## config.mk

```make
export PLATFORM = sky130hd
export DESIGN_NAME = sensor_context_classifier
export DESIGN_NICKNAME = d
export VERILOG_FILES = /design/src/sv/scc_pkg.sv /design/src/sv/sensor_context_classifier.sv
export SDC_FILE = /design/constraint.sdc
export NUM_CORES = 1
export LEC_CHECK = 0
export ABC_AREA = 0
export BUFFER_PORTS_ARGS = -buffer_cell sky130_fd_sc_hd__buf_4
export CORE_UTILIZATION = 63
export DETAILED_ROUTE_END_ITERATION = 12
export PLACE_DENSITY_LB_ADDON = 0.05
export SYNTH_ARGS = -nofsm -noshare
export SYNTH_HDL_FRONTEND = slang
export SYNTH_SLANG_ARGS = --single-unit
export TNS_END_PERCENT = 20
```

## constraint.sdc

```tcl
create_clock -name clk -period 9.4 [get_ports clk]
set_input_delay 1.41 -clock clk [delete_from_list [all_inputs] [get_ports clk]]
set_output_delay 1.41 -clock clk [all_outputs]
set_load 0.01 [all_outputs]
```

## src/sv/scc_pkg.sv

```systemverilog
package scc_pkg;

  localparam int NUM_SETS  = 4;
  localparam int NUM_RULES = 4;

  // least coverage percent for a rule set to be eligible
  localparam logic [6:0] MIN_COVERAGE = 7'd60;

  // comfortable climate window, tenths of a unit, inclusive
  localparam logic signed [11:0] COMFY_TEMP_LO = 12'sd180;
  localparam logic signed [11:0] COMFY_TEMP_HI = 12'sd300;
  localparam logic [9:0]         COMFY_HUM_LO  = 10'd300;
  localparam logic [9:0]         COMFY_HUM_HI  = 10'd750;

  localparam logic [2:0] MODE_DETECT      = 3'd0;
  localparam logic [2:0] MODE_STUDY       = 3'd1;
  localparam logic [2:0] MODE_REST        = 3'd2;
  localparam logic [2:0] MODE_VENTILATION = 3'd3;
  localparam logic [2:0] MODE_ENERGY      = 3'd4;
  localparam logic [2:0] MODE_CUSTOM      = 3'd5;

  localparam logic [1:0] VERDICT_POSSIBLE  = 2'd0;
  localparam logic [1:0] VERDICT_AMBIGUOUS = 2'd1;
  localparam logic [1:0] VERDICT_MISSING   = 2'd2;
  localparam logic [1:0] VERDICT_UNKNOWN   = 2'd3;

  localparam logic [2:0] REG_LIGHT_BRIGHT = 3'd0;
  localparam logic [2:0] REG_LIGHT_DIM    = 3'd1;
  localparam logic [2:0] REG_SOUND_STUDY  = 3'd2;
  localparam logic [2:0] REG_SOUND_QUIET  = 3'd3;
  localparam logic [2:0] REG_TEMP_HIGH    = 3'd4;
  localparam logic [2:0] REG_HUM_HIGH     = 3'd5;
  localparam logic [2:0] REG_MATCH_THR    = 3'd6;
  localparam logic [2:0] REG_AMBIG_GAP    = 3'd7;

  localparam logic [4:0] ABSENT_ALL = 5'b10000;

  // rule weights, index [set][rule]: study, rest, ventilation, energy
  localparam logic [2:0] RULE_W [NUM_SETS][NUM_RULES] = '{
    '{3'd3, 3'd2, 3'd3, 3'd1},
    '{3'd3, 3'd3, 3'd2, 3'd1},
    '{3'd3, 3'd3, 3'd2, 3'd0},
    '{3'd4, 3'd2, 3'd1, 3'd0}
  };

  // bit i: rule i exists in the set
  localparam logic [3:0] RULE_USED [NUM_SETS] = '{4'b1111, 4'b1111, 4'b0111, 4'b0111};

  // bit i: rule i is required for eligibility
  localparam logic [3:0] RULE_REQ [NUM_SETS] = '{4'b0101, 4'b0011, 4'b0011, 4'b0001};

  // total weight of each set
  localparam logic [3:0] SET_TOTAL [NUM_SETS] = '{4'd9, 4'd9, 4'd8, 4'd7};

  typedef logic [255:0][6:0] pct_tab_t;

  // entry {num, den}: round-half-up percent of num over den, zero for den 0
  function automatic pct_tab_t build_pct_tab();
    pct_tab_t tab;
    int lim;
    int q;
    tab = '0;
    for (int num = 0; num < 16; num++) begin
      for (int den = 1; den < 16; den++) begin
        lim = num * 100 + (den >> 1);
        q = 0;
        for (int k = 1; k <= 100; k++) begin
          if (k * den <= lim) q = k;
        end
        tab[num * 16 + den] = q[6:0];
      end
    end
    return tab;
  endfunction

  localparam pct_tab_t PCT_TAB = build_pct_tab();

endpackage

```

## src/sv/sensor_context_classifier.sv

```systemverilog
// room context classifier: one sensor snapshot in, one classification out
//
// input channel: in_valid / in_stall with the snapshot fields (mode, five
// readings with their ok flags). a transaction happens on a rising edge with
// in_valid high and in_stall low. output channel: out_valid / out_stall with
// candidate, verdict, percentages and evidence masks, same rule.
//
// four register stages: rule compares, weight sums with percent lookup, set
// selection, verdict and output register. the first is loaded by the input
// transaction itself, and the item moves on through stages 2 and 3 to the output.
// throughput is one snapshot per cycle while in_stall is low; each stage is a
// register with its own valid bit, so bubbles close up and the block keeps
// taking input while a result waits in the output register.
//
// when out_stall is high the output holds and the stages behind it fill;
// in_stall rises only once every stage holds an item.
// reset (rst, synchronous) empties the pipeline and loads the threshold
// registers with their default values. thresholds are written through
// cfg_write / cfg_index / cfg_data and should change only while idle.
module sensor_context_classifier (
  input  logic                clk,
  input  logic                rst,
  input  logic                cfg_write,
  input  logic [2:0]          cfg_index,
  input  logic [11:0]         cfg_data,
  input  logic                in_valid,
  output logic                in_stall,
  input  logic [2:0]          selected_mode,
  input  logic                light_ok,
  input  logic [11:0]         light_raw,
  input  logic                sound_ok,
  input  logic [11:0]         sound_raw,
  input  logic                temp_ok,
  input  logic signed [11:0]  temp_tenths,
  input  logic                hum_ok,
  input  logic [9:0]          hum_tenths,
  input  logic                motion_ok,
  input  logic                motion_seen,
  output logic                out_valid,
  input  logic                out_stall,
  output logic [2:0]          candidate,
  output logic [1:0]          verdict,
  output logic [6:0]          coverage_pct,
  output logic [6:0]          match_pct,
  output logic [3:0]          support_bits,
  output logic [3:0]          oppose_bits,
  output logic [4:0]          absent_bits
);
  import scc_pkg::*;

  // threshold registers
  logic [11:0]        light_bright_level;
  logic [11:0]        light_dim_level;
  logic [11:0]        sound_study_max;
  logic [11:0]        sound_quiet_max;
  logic signed [11:0] temp_high_tenths;
  logic [9:0]         humidity_high_tenths;
  logic [6:0]         match_threshold;
  logic [6:0]         ambiguity_gap;

  always_ff @(posedge clk) begin
    if (rst) begin
      light_bright_level   <= 12'd2000;
      light_dim_level      <= 12'd500;
      sound_study_max      <= 12'd1500;
      sound_quiet_max      <= 12'd800;
      temp_high_tenths     <= 12'sd300;
      humidity_high_tenths <= 10'd700;
      match_threshold      <= 7'd70;
      ambiguity_gap        <= 7'd10;
    end else if (cfg_write) begin
      unique case (cfg_index)
        REG_LIGHT_BRIGHT: light_bright_level   <= cfg_data;
        REG_LIGHT_DIM:    light_dim_level      <= cfg_data;
        REG_SOUND_STUDY:  sound_study_max      <= cfg_data;
        REG_SOUND_QUIET:  sound_quiet_max      <= cfg_data;
        REG_TEMP_HIGH:    temp_high_tenths     <= $signed(cfg_data);
        REG_HUM_HIGH:     humidity_high_tenths <= cfg_data[9:0];
        REG_MATCH_THR:    match_threshold      <= cfg_data[6:0];
        REG_AMBIG_GAP:    ambiguity_gap        <= cfg_data[6:0];
        default: ;
      endcase
    end
  end

  // stage valid bits and flow control
  logic v1, v2, v3;
  logic rdy0, rdy1, rdy2, rdy3;

  assign rdy3     = !out_valid || !out_stall;
  assign rdy2     = !v3 || rdy3;
  assign rdy1     = !v2 || rdy2;
  assign rdy0     = !v1 || rdy1;
  assign in_stall = !rdy0;

  always_ff @(posedge clk) begin
    if (rst) begin
      v1        <= 1'b0;
      v2        <= 1'b0;
      v3        <= 1'b0;
      out_valid <= 1'b0;
    end else begin
      if (rdy0) v1 <= in_valid;
      if (rdy1) v2 <= v1;
      if (rdy2) v3 <= v2;
      if (rdy3) out_valid <= v3;
    end
  end

  // stage 1: rule compares
  logic [3:0] rv_next [NUM_SETS];
  logic [3:0] rm_next [NUM_SETS];
  logic       bright, quiet, comfy, dht_ok;
  logic       s1_custom_next, s1_none_next;

  always_comb begin
    bright = light_raw >= light_bright_level;
    quiet  = sound_raw <= sound_quiet_max;
    dht_ok = temp_ok && hum_ok;
    comfy  = (temp_tenths >= COMFY_TEMP_LO) && (temp_tenths <= COMFY_TEMP_HI) &&
             (hum_tenths >= COMFY_HUM_LO) && (hum_tenths <= COMFY_HUM_HI);

    rv_next[0] = {dht_ok, sound_ok, light_ok, motion_ok};
    rm_next[0] = {comfy, sound_raw <= sound_study_max, bright, motion_seen};
    rv_next[1] = {dht_ok, motion_ok, light_ok, sound_ok};
    rm_next[1] = {comfy, !motion_seen, light_raw <= light_dim_level, quiet};
    rv_next[2] = {1'b0, motion_ok, hum_ok, temp_ok};
    rm_next[2] = {1'b0, motion_seen, hum_tenths >= humidity_high_tenths,
                  temp_tenths >= temp_high_tenths};
    rv_next[3] = {1'b0, sound_ok, light_ok, motion_ok};
    rm_next[3] = {1'b0, quiet, bright, !motion_seen};

    s1_custom_next = selected_mode == MODE_CUSTOM;
    s1_none_next   = !(light_ok || sound_ok || temp_ok || hum_ok || motion_ok);
  end

  logic [3:0] s1_rv [NUM_SETS];
  logic [3:0] s1_rm [NUM_SETS];
  logic       s1_custom, s1_none;

  always_ff @(posedge clk) begin
    if (rdy0 && in_valid) begin
      s1_rv     <= rv_next;
      s1_rm     <= rm_next;
      s1_custom <= s1_custom_next;
      s1_none   <= s1_none_next;
    end
  end

  // stage 2: weight sums, percent lookup, eligibility
  logic [3:0] val_sum [NUM_SETS];
  logic [3:0] mt_sum  [NUM_SETS];
  logic [3:0] vu      [NUM_SETS];
  logic [6:0] cov_next [NUM_SETS];
  logic [6:0] mat_next [NUM_SETS];
  logic [3:0] sup_next [NUM_SETS];
  logic [3:0] opp_next [NUM_SETS];
  logic [3:0] abs_next [NUM_SETS];
  logic [NUM_SETS-1:0] elig_next;

  always_comb begin
    for (int s = 0; s < NUM_SETS; s++) begin
      vu[s]      = s1_rv[s] & RULE_USED[s];
      val_sum[s] = '0;
      mt_sum[s]  = '0;
      for (int r = 0; r < NUM_RULES; r++) begin
        if (vu[s][r]) begin
          val_sum[s] = val_sum[s] + {1'b0, RULE_W[s][r]};
          if (s1_rm[s][r]) mt_sum[s] = mt_sum[s] + {1'b0, RULE_W[s][r]};
        end
      end
      sup_next[s]  = vu[s] & s1_rm[s];
      opp_next[s]  = vu[s] & ~s1_rm[s];
      abs_next[s]  = RULE_USED[s] & ~s1_rv[s];
      cov_next[s]  = PCT_TAB[{val_sum[s], SET_TOTAL[s]}];
      mat_next[s]  = PCT_TAB[{mt_sum[s], val_sum[s]}];
      elig_next[s] = ((abs_next[s] & RULE_REQ[s]) == 4'b0000) &&
                     (cov_next[s] >= MIN_COVERAGE);
    end
  end

  logic [6:0] s2_cov [NUM_SETS];
  logic [6:0] s2_mat [NUM_SETS];
  logic [3:0] s2_sup [NUM_SETS];
  logic [3:0] s2_opp [NUM_SETS];
  logic [3:0] s2_abs [NUM_SETS];
  logic [NUM_SETS-1:0] s2_elig;
  logic       s2_custom, s2_none;

  always_ff @(posedge clk) begin
    if (rdy1 && v1) begin
      s2_cov    <= cov_next;
      s2_mat    <= mat_next;
      s2_sup    <= sup_next;
      s2_opp    <= opp_next;
      s2_abs    <= abs_next;
      s2_elig   <= elig_next;
      s2_custom <= s1_custom;
      s2_none   <= s1_none;
    end
  end

  // stage 3: pick best eligible set, runner-up and fallback set
  logic [1:0] bm, best, second, sel;
  logic       found, has_second;
  logic [6:0] gap_next;

  always_comb begin
    bm         = 2'd0;
    best       = 2'd0;
    second     = 2'd0;
    found      = 1'b0;
    has_second = 1'b0;
    for (int i = 0; i < NUM_SETS; i++) begin
      if (s2_cov[i] > s2_cov[bm] ||
          (s2_cov[i] == s2_cov[bm] && s2_mat[i] > s2_mat[bm])) begin
        bm = 2'(i);
      end
      if (s2_elig[i]) begin
        if (!found || s2_mat[i] > s2_mat[best]) begin
          second     = best;
          has_second = found;
          best       = 2'(i);
          found      = 1'b1;
        end else if (!has_second || s2_mat[i] > s2_mat[second]) begin
          second     = 2'(i);
          has_second = 1'b1;
        end
      end
    end
    sel      = found ? best : bm;
    // can wrap when there is no runner-up; the verdict uses it only with has_second
    gap_next = s2_mat[best] - s2_mat[second];
  end

  logic       s3_custom, s3_none, s3_found, s3_has_second;
  logic [6:0] s3_gap, s3_cov, s3_mat;
  logic [3:0] s3_sup, s3_opp, s3_abs;
  logic [1:0] s3_sel;

  always_ff @(posedge clk) begin
    if (rdy2 && v2) begin
      s3_custom     <= s2_custom;
      s3_none       <= s2_none;
      s3_found      <= found;
      s3_has_second <= has_second;
      s3_gap        <= gap_next;
      s3_sel        <= sel;
      s3_cov        <= s2_cov[sel];
      s3_mat        <= s2_mat[sel];
      s3_sup        <= s2_sup[sel];
      s3_opp        <= s2_opp[sel];
      s3_abs        <= s2_abs[sel];
    end
  end

  // stage 4: verdict and output register
  logic [2:0] candidate_next;
  logic [1:0] verdict_next;
  logic [6:0] coverage_next, match_next;
  logic [3:0] support_next, oppose_next;
  logic [4:0] absent_next;

  always_comb begin
    candidate_next = 3'(s3_sel) + 3'd1;
    coverage_next  = s3_cov;
    match_next     = s3_mat;
    support_next   = s3_sup;
    oppose_next    = s3_opp;
    absent_next    = {1'b0, s3_abs};
    if (!s3_found) begin
      verdict_next = VERDICT_MISSING;
    end else if (s3_mat < match_threshold) begin
      verdict_next = VERDICT_UNKNOWN;
    end else if (s3_has_second && s3_gap < ambiguity_gap) begin
      verdict_next = VERDICT_AMBIGUOUS;
    end else begin
      verdict_next = VERDICT_POSSIBLE;
    end
    // fixed answers for custom mode and for no sensor at all
    if (s3_custom || s3_none) begin
      candidate_next = s3_custom ? MODE_CUSTOM : MODE_DETECT;
      verdict_next   = s3_custom ? VERDICT_MISSING : VERDICT_UNKNOWN;
      coverage_next  = '0;
      match_next     = '0;
      support_next   = '0;
      oppose_next    = '0;
      absent_next    = ABSENT_ALL;
    end
  end

  always_ff @(posedge clk) begin
    if (rdy3 && v3) begin
      candidate    <= candidate_next;
      verdict      <= verdict_next;
      coverage_pct <= coverage_next;
      match_pct    <= match_next;
      support_bits <= support_next;
      oppose_bits  <= oppose_next;
      absent_bits  <= absent_next;
    end
  end

  // a rule is never both supporting and opposing
  a_sup_opp_disjoint: assert property (@(posedge clk) disable iff (rst)
    out_valid |-> (support_bits & oppose_bits) == 4'b0000)
    else $error("support and oppose bits overlap");

  a_pct_range: assert property (@(posedge clk) disable iff (rst)
    out_valid |-> (coverage_pct <= 7'd100 && match_pct <= 7'd100))
    else $error("percent out of range");

  // full coverage means no rule evidence is absent
  a_cov_absent: assert property (@(posedge clk) disable iff (rst)
    out_valid && coverage_pct == 7'd100 |-> absent_bits == 5'b00000)
    else $error("full coverage with absent evidence");

  // a stalled stage keeps its item
  a_stage_hold: assert property (@(posedge clk) disable iff (rst)
    v3 && !rdy3 |=> v3 && $stable(s3_sel) && $stable(s3_mat))
    else $error("stage 3 lost its item under stall");

  a_custom_fixed: assert property (@(posedge clk) disable iff (rst)
    out_valid && candidate == MODE_CUSTOM |->
      verdict == VERDICT_MISSING && absent_bits == ABSENT_ALL)
    else $error("custom mode result not fixed");

endmodule
```

==> results.md <==
Outcome:
- The run finished with clean final reports.

Timing:
- The worst-case hold slack is 429 ps.
- The measured slew at the worst slew-check pin is 1180 ps.
- The post-route setup TNS is 0 ps.
- The smallest clock period supported by the final layout is computed as 8220 ps.
- The final hold violation count is 0.
- For this run, the top clock speed supported by timing is 122 MHz.
- Setup violations remaining at the end of the flow were counted as 0.
- Once routing completed, OpenROAD measured the worst setup slack at 1180 ps.
- Setup repair after global routing left no endpoint under its margin.
- The headroom to the max-slew limit is 21.0%.
- For the final database, setup skew stands at 28.4 ps.
- In the finished design, the share of the clock period the worst path needs comes to 87.4%.
- The count of final max-slew check failures was 0.

Floorplan:
- The die width is 184 um.
- The effective utilization at floorplan is 64.2%.
- The number of placement rows is 66.
- From bottom edge to top edge, the die measures 184 um.
- The core region is 32,600 um2.
- The count of boundary I/O pins is 109.
- The overall die area is 34,000 um2.

CTS:
- In this run, post-CTS repair resized a total of 0 instances.
- Clock-pin slew was measured on the worst setup and hold paths at 60 ps.
- The maximum clock insertion buffer count is 3.
- The CTS tree is yes.
- The master cell of the clock root buffer is clkbuf_16.
- Clock tree synthesis found a total of 262 sinks.
- The cts-stage hold buffer count is 0.
- The number of buffers added for setup after CTS is 0.
- The number of H-tree levels is 1.
- The later pin in the worst-skew pair is clocked with a latency of 540 ps.
- Counting the buffers created by CTS gives 26.

Power and ir drop:
- Across the VDD grid, the largest voltage drop is 0.141 mV.
- For this design the ratio of total power to cell area is 181 nW/um2.
- The analysis attributes to cell leakage a power of 9.41 nW.

Placement:
- The total half-perimeter wirelength after legalization and detailed placement is 44.9 mm.
- The instance area at placement is 22,000 um2.
- Prior to clock tree synthesis, the placed netlist has a worst setup slack of 1270 ps.
- The number of I/O port buffers is 108.
- The last weighted congestion value of the routability-driven placer is 0.977.
- Counting tap cells, the placed design contains a total of 2,878 instances.

Detailed routing:
- The routed wirelength normalized by instance count is 21.3 um.
- For this block, the via count after detailed routing is 19,100.
- For this run, design rule violations remaining after detail routing come to 0.
- The post-detailed-routing wire length is 62.2 mm.
- The first-pass iteration count of the detailed router is 6.
- After detailed routing, the number of vias per cell comes to 6.54.
- The number of antenna-violating nets in the routed design is 0.
- The starting DRC count in detailed routing is 2,014.

Cells and area:
- In the final layout, the share of cells above drive strength 1 is 9.98%.
- The finished layout holds 2,926 standard cells, fillers aside.
- Once layout is done, the placed cells without fillers occupy 22,800 um2.
- The final-layout fill cell count is 2,510.
- Relative to the synthesized area, the layout overhead comes to 8.65%.
- The count of nets after finishing is 2,768.
- The number of antenna diodes in the final layout is 0.

Setup path:
- At the worst endpoint, the required time is 9670 ps.
- Among all stages on the critical path, the largest delay is contributed by edfxtp_1.
- The critical path is of the reg -> reg type.
- The type of element launching the critical path is a flip-flop.
- The maximum fanout along the worst path is 20.
- The largest single stage delay on the critical path is 490 ps.
- For the worst flop-to-flop path, the logic depth is 36.
- STA classifies the critical path endpoint as a flip-flop.
- Data on the critical path arrives at its endpoint at 8480 ps.
- The cell that appears most often on the critical path is a21oi_1.

Synthesis:
- Dividing the synthesized area by the synthesized cell count gives 8.56 um2.
- The fraction of the mapped netlist area in compound gates is 22.0%.
- The post-synthesis adder-cell area fraction is 13.8%.
- By area, the combinational part of the netlist is dominated by compound AO/OA/AOI/OAI gates.
- The portion of synthesized cell area occupied by the leading cell type is 24.9%.
- The share of the Yosys chip area taken by registers is 33.3%.
- The largest total area in the synthesized netlist belongs to edfxtp_1.
- The async set or reset register ratio after synthesis is 0%.
- The number of flops mapped to enable cells by yosys is 174.
- The synthesized netlist devotes 1.83% of its cell area to XOR and XNOR gates.
- The area share of and/or/nand/nor cells after synthesis is 15.7%.
- Among all flip-flop cells after synthesis, the most frequent one is edfxtp_1.
- The post-synthesis mux area share is 6.96%.
- The number of flip-flops and latches in the synthesized netlist is 262.
- The distinct cell type count of the synthesized netlist is 96.
- The count of yosys warnings during synthesis is 0.
- Counting every instance in the synthesized netlist gives 2,447.
- Sorting the synthesized cells by area gives the leading types as edfxtp_1 25%, ha_1 14%, dfxtp_1 8.4%.
- After synthesis the cells add up to 21,000 um2.
- The number of nets produced by synthesis is 2,751.

Global routing:
- Entering global routing, the biggest net connects 89 pins.
- The via count of the first global-routing pass came to 17,700.
- Across every metal layer, demand over resource in global routing totals 36.2%.
- Global routing finished with a remaining overflow of 0.
- The initial antenna violation count was 0.
- The first-pass GRT wire length is 97.4 mm.

Run:
- The number of max-capacitance violations reported is 0.

Min path:
- The worst hold path passes through 0 cells.
- The worst hold-check path type is reg -> reg.
==> critical path, delay by kind of cell, from the launching register on <==
family,cells,cell delay [ps]
DFF,1,490
adders and majority gates,4,1190
AOI/OAI and AO/OA,18,3300
and+or+nand+nor,5,810
muxes,3,920
xor gates and xnor gates,2,400
buffers and inverters,4,830
==> sequential cells by signal, summed over array words and instances, names as in the netlist, 7 cells and up <==
| signal | cells |
|---|---|
| match_pct | 7 |
| s2_opp | 9 |
| sound_quiet_max | 12 |
| s2_sup | 9 |
| s1_rm | 9 |
| s2_cov | 28 |
| s3_cov | 7 |
| light_bright_level | 12 |
| coverage_pct | 7 |
| temp_high_tenths | 12 |
| s2_mat | 28 |
| humidity_high_tenths | 10 |
| sound_study_max | 12 |
| light_dim_level | 12 |
| ambiguity_gap | 7 |
| s3_mat | 7 |
| s3_gap | 7 |
| match_threshold | 7 |
==> final cells by class <==
class                           instances  area (um2)  share of cell area, %
Clock buffer                           37         712                   3.13
Clock inverter                         11        68.8                  0.302
Inverter                              170         638                   2.80
Multi-Input combinational cell       1858       12700                   55.8
Sequential cell                       262        6990                   30.7
Tap cell                              442         553                   2.43
Timing Repair Buffer                  146        1100                   4.81
==> cell usage in the layout (no fill, tap or decap), drive strengths merged, types with 10 or more instances in the layout <==
master and instances:
mux2 29, a21o 37, edfxtp 174, xnor2 26, nor2 214, a211oi 37
o22ai 17, inv 169, nor3 43, o221ai 15, nand2b 25, a211o 37
clkinv 12, a21oi 216, o211ai 32, nor2b 21, a22oi 10, nand2 273
nand4 24, mux2i 105, clkbuf 37, dfxtp 88, a221oi 12, buf 146
and2 34, a31oi 35, o21ai 172, ha 228, nand3 63
==> synth_stat cells, types with 15 or more instances <==
| library cell | count |
|---|---|
| nor2_1 | 213 |
| buf_2 | 33 |
| inv_1 | 162 |
| mux2i_1 | 104 |
| nand4_1 | 24 |
| o211ai_1 | 32 |
| xnor2_1 | 26 |
| o21ai_0 | 157 |
| a21oi_1 | 214 |
| nor3_1 | 43 |
| ha_1 | 228 |
| a211o_1 | 37 |
| a21o_1 | 37 |
| o221ai_1 | 15 |
| nand2b_1 | 25 |
| nor2b_1 | 21 |
| a211oi_1 | 37 |
| nand3_1 | 63 |
| dfxtp_1 | 88 |
| edfxtp_1 | 174 |
| and2_1 | 34 |
| nand2_1 | 272 |
| o22ai_1 | 16 |
| mux2_2 | 27 |
| clkbuf_1 | 99 |
| a31oi_1 | 35 |
==> final timing paths <==
| path | startpoint | to | slack (ps) |
|---|---|---|---|
| max | s2_mat[26] | s3_gap[6] | 1180 |
| min | s1_custom | s2_custom | 430 |
| max reg2reg | s2_mat[26] | s3_gap[6] | 1180 |
| min reg2reg | s1_custom | s2_custom | 430 |
==> cell families (layout without fill, tap and decap cells) <==
family                     Yosys count  in the layout
AOI/OAI and AO/OA                  719            719
xor gates and xnor gates            36             36
adders and majority gates          230            230
buffers and inverters              327            364
DFF                                262            262
muxes                              137            137
and+or+nand+nor                    736            736
==> report_power, final <==
| group | internal, W | switching [W] | leakage, nW |
|---|---|---|---|
| Combinational | 0.000641 | 0.00111 | 6.65 |
| Clock | 0.000530 | 0.000437 | 0.386 |
| Sequential | 0.00133 | 0.0000665 | 2.37 |
==> layer usage <==
layer	vias up	share of wire (%)	track usage, %
li1	8933	-	-
met1	8934	40	47.6
met2	1104	46	60.4
met3	177	9.4	4.88
met4	0	4.1	13.8
met5	-	0	0
==> through the flow <==
step	utilization [%]	power [W]
2_1_floorplan	-	0.00265
3_3_place_gp	67.4	0.00307
3_5_place_dp	67.4	0.00311
4_1_cts	69.8	0.00407
5_1_grt	69.8	0.00432
6_report	69.8	0.00411
Power figures use the tool's default switching activity.
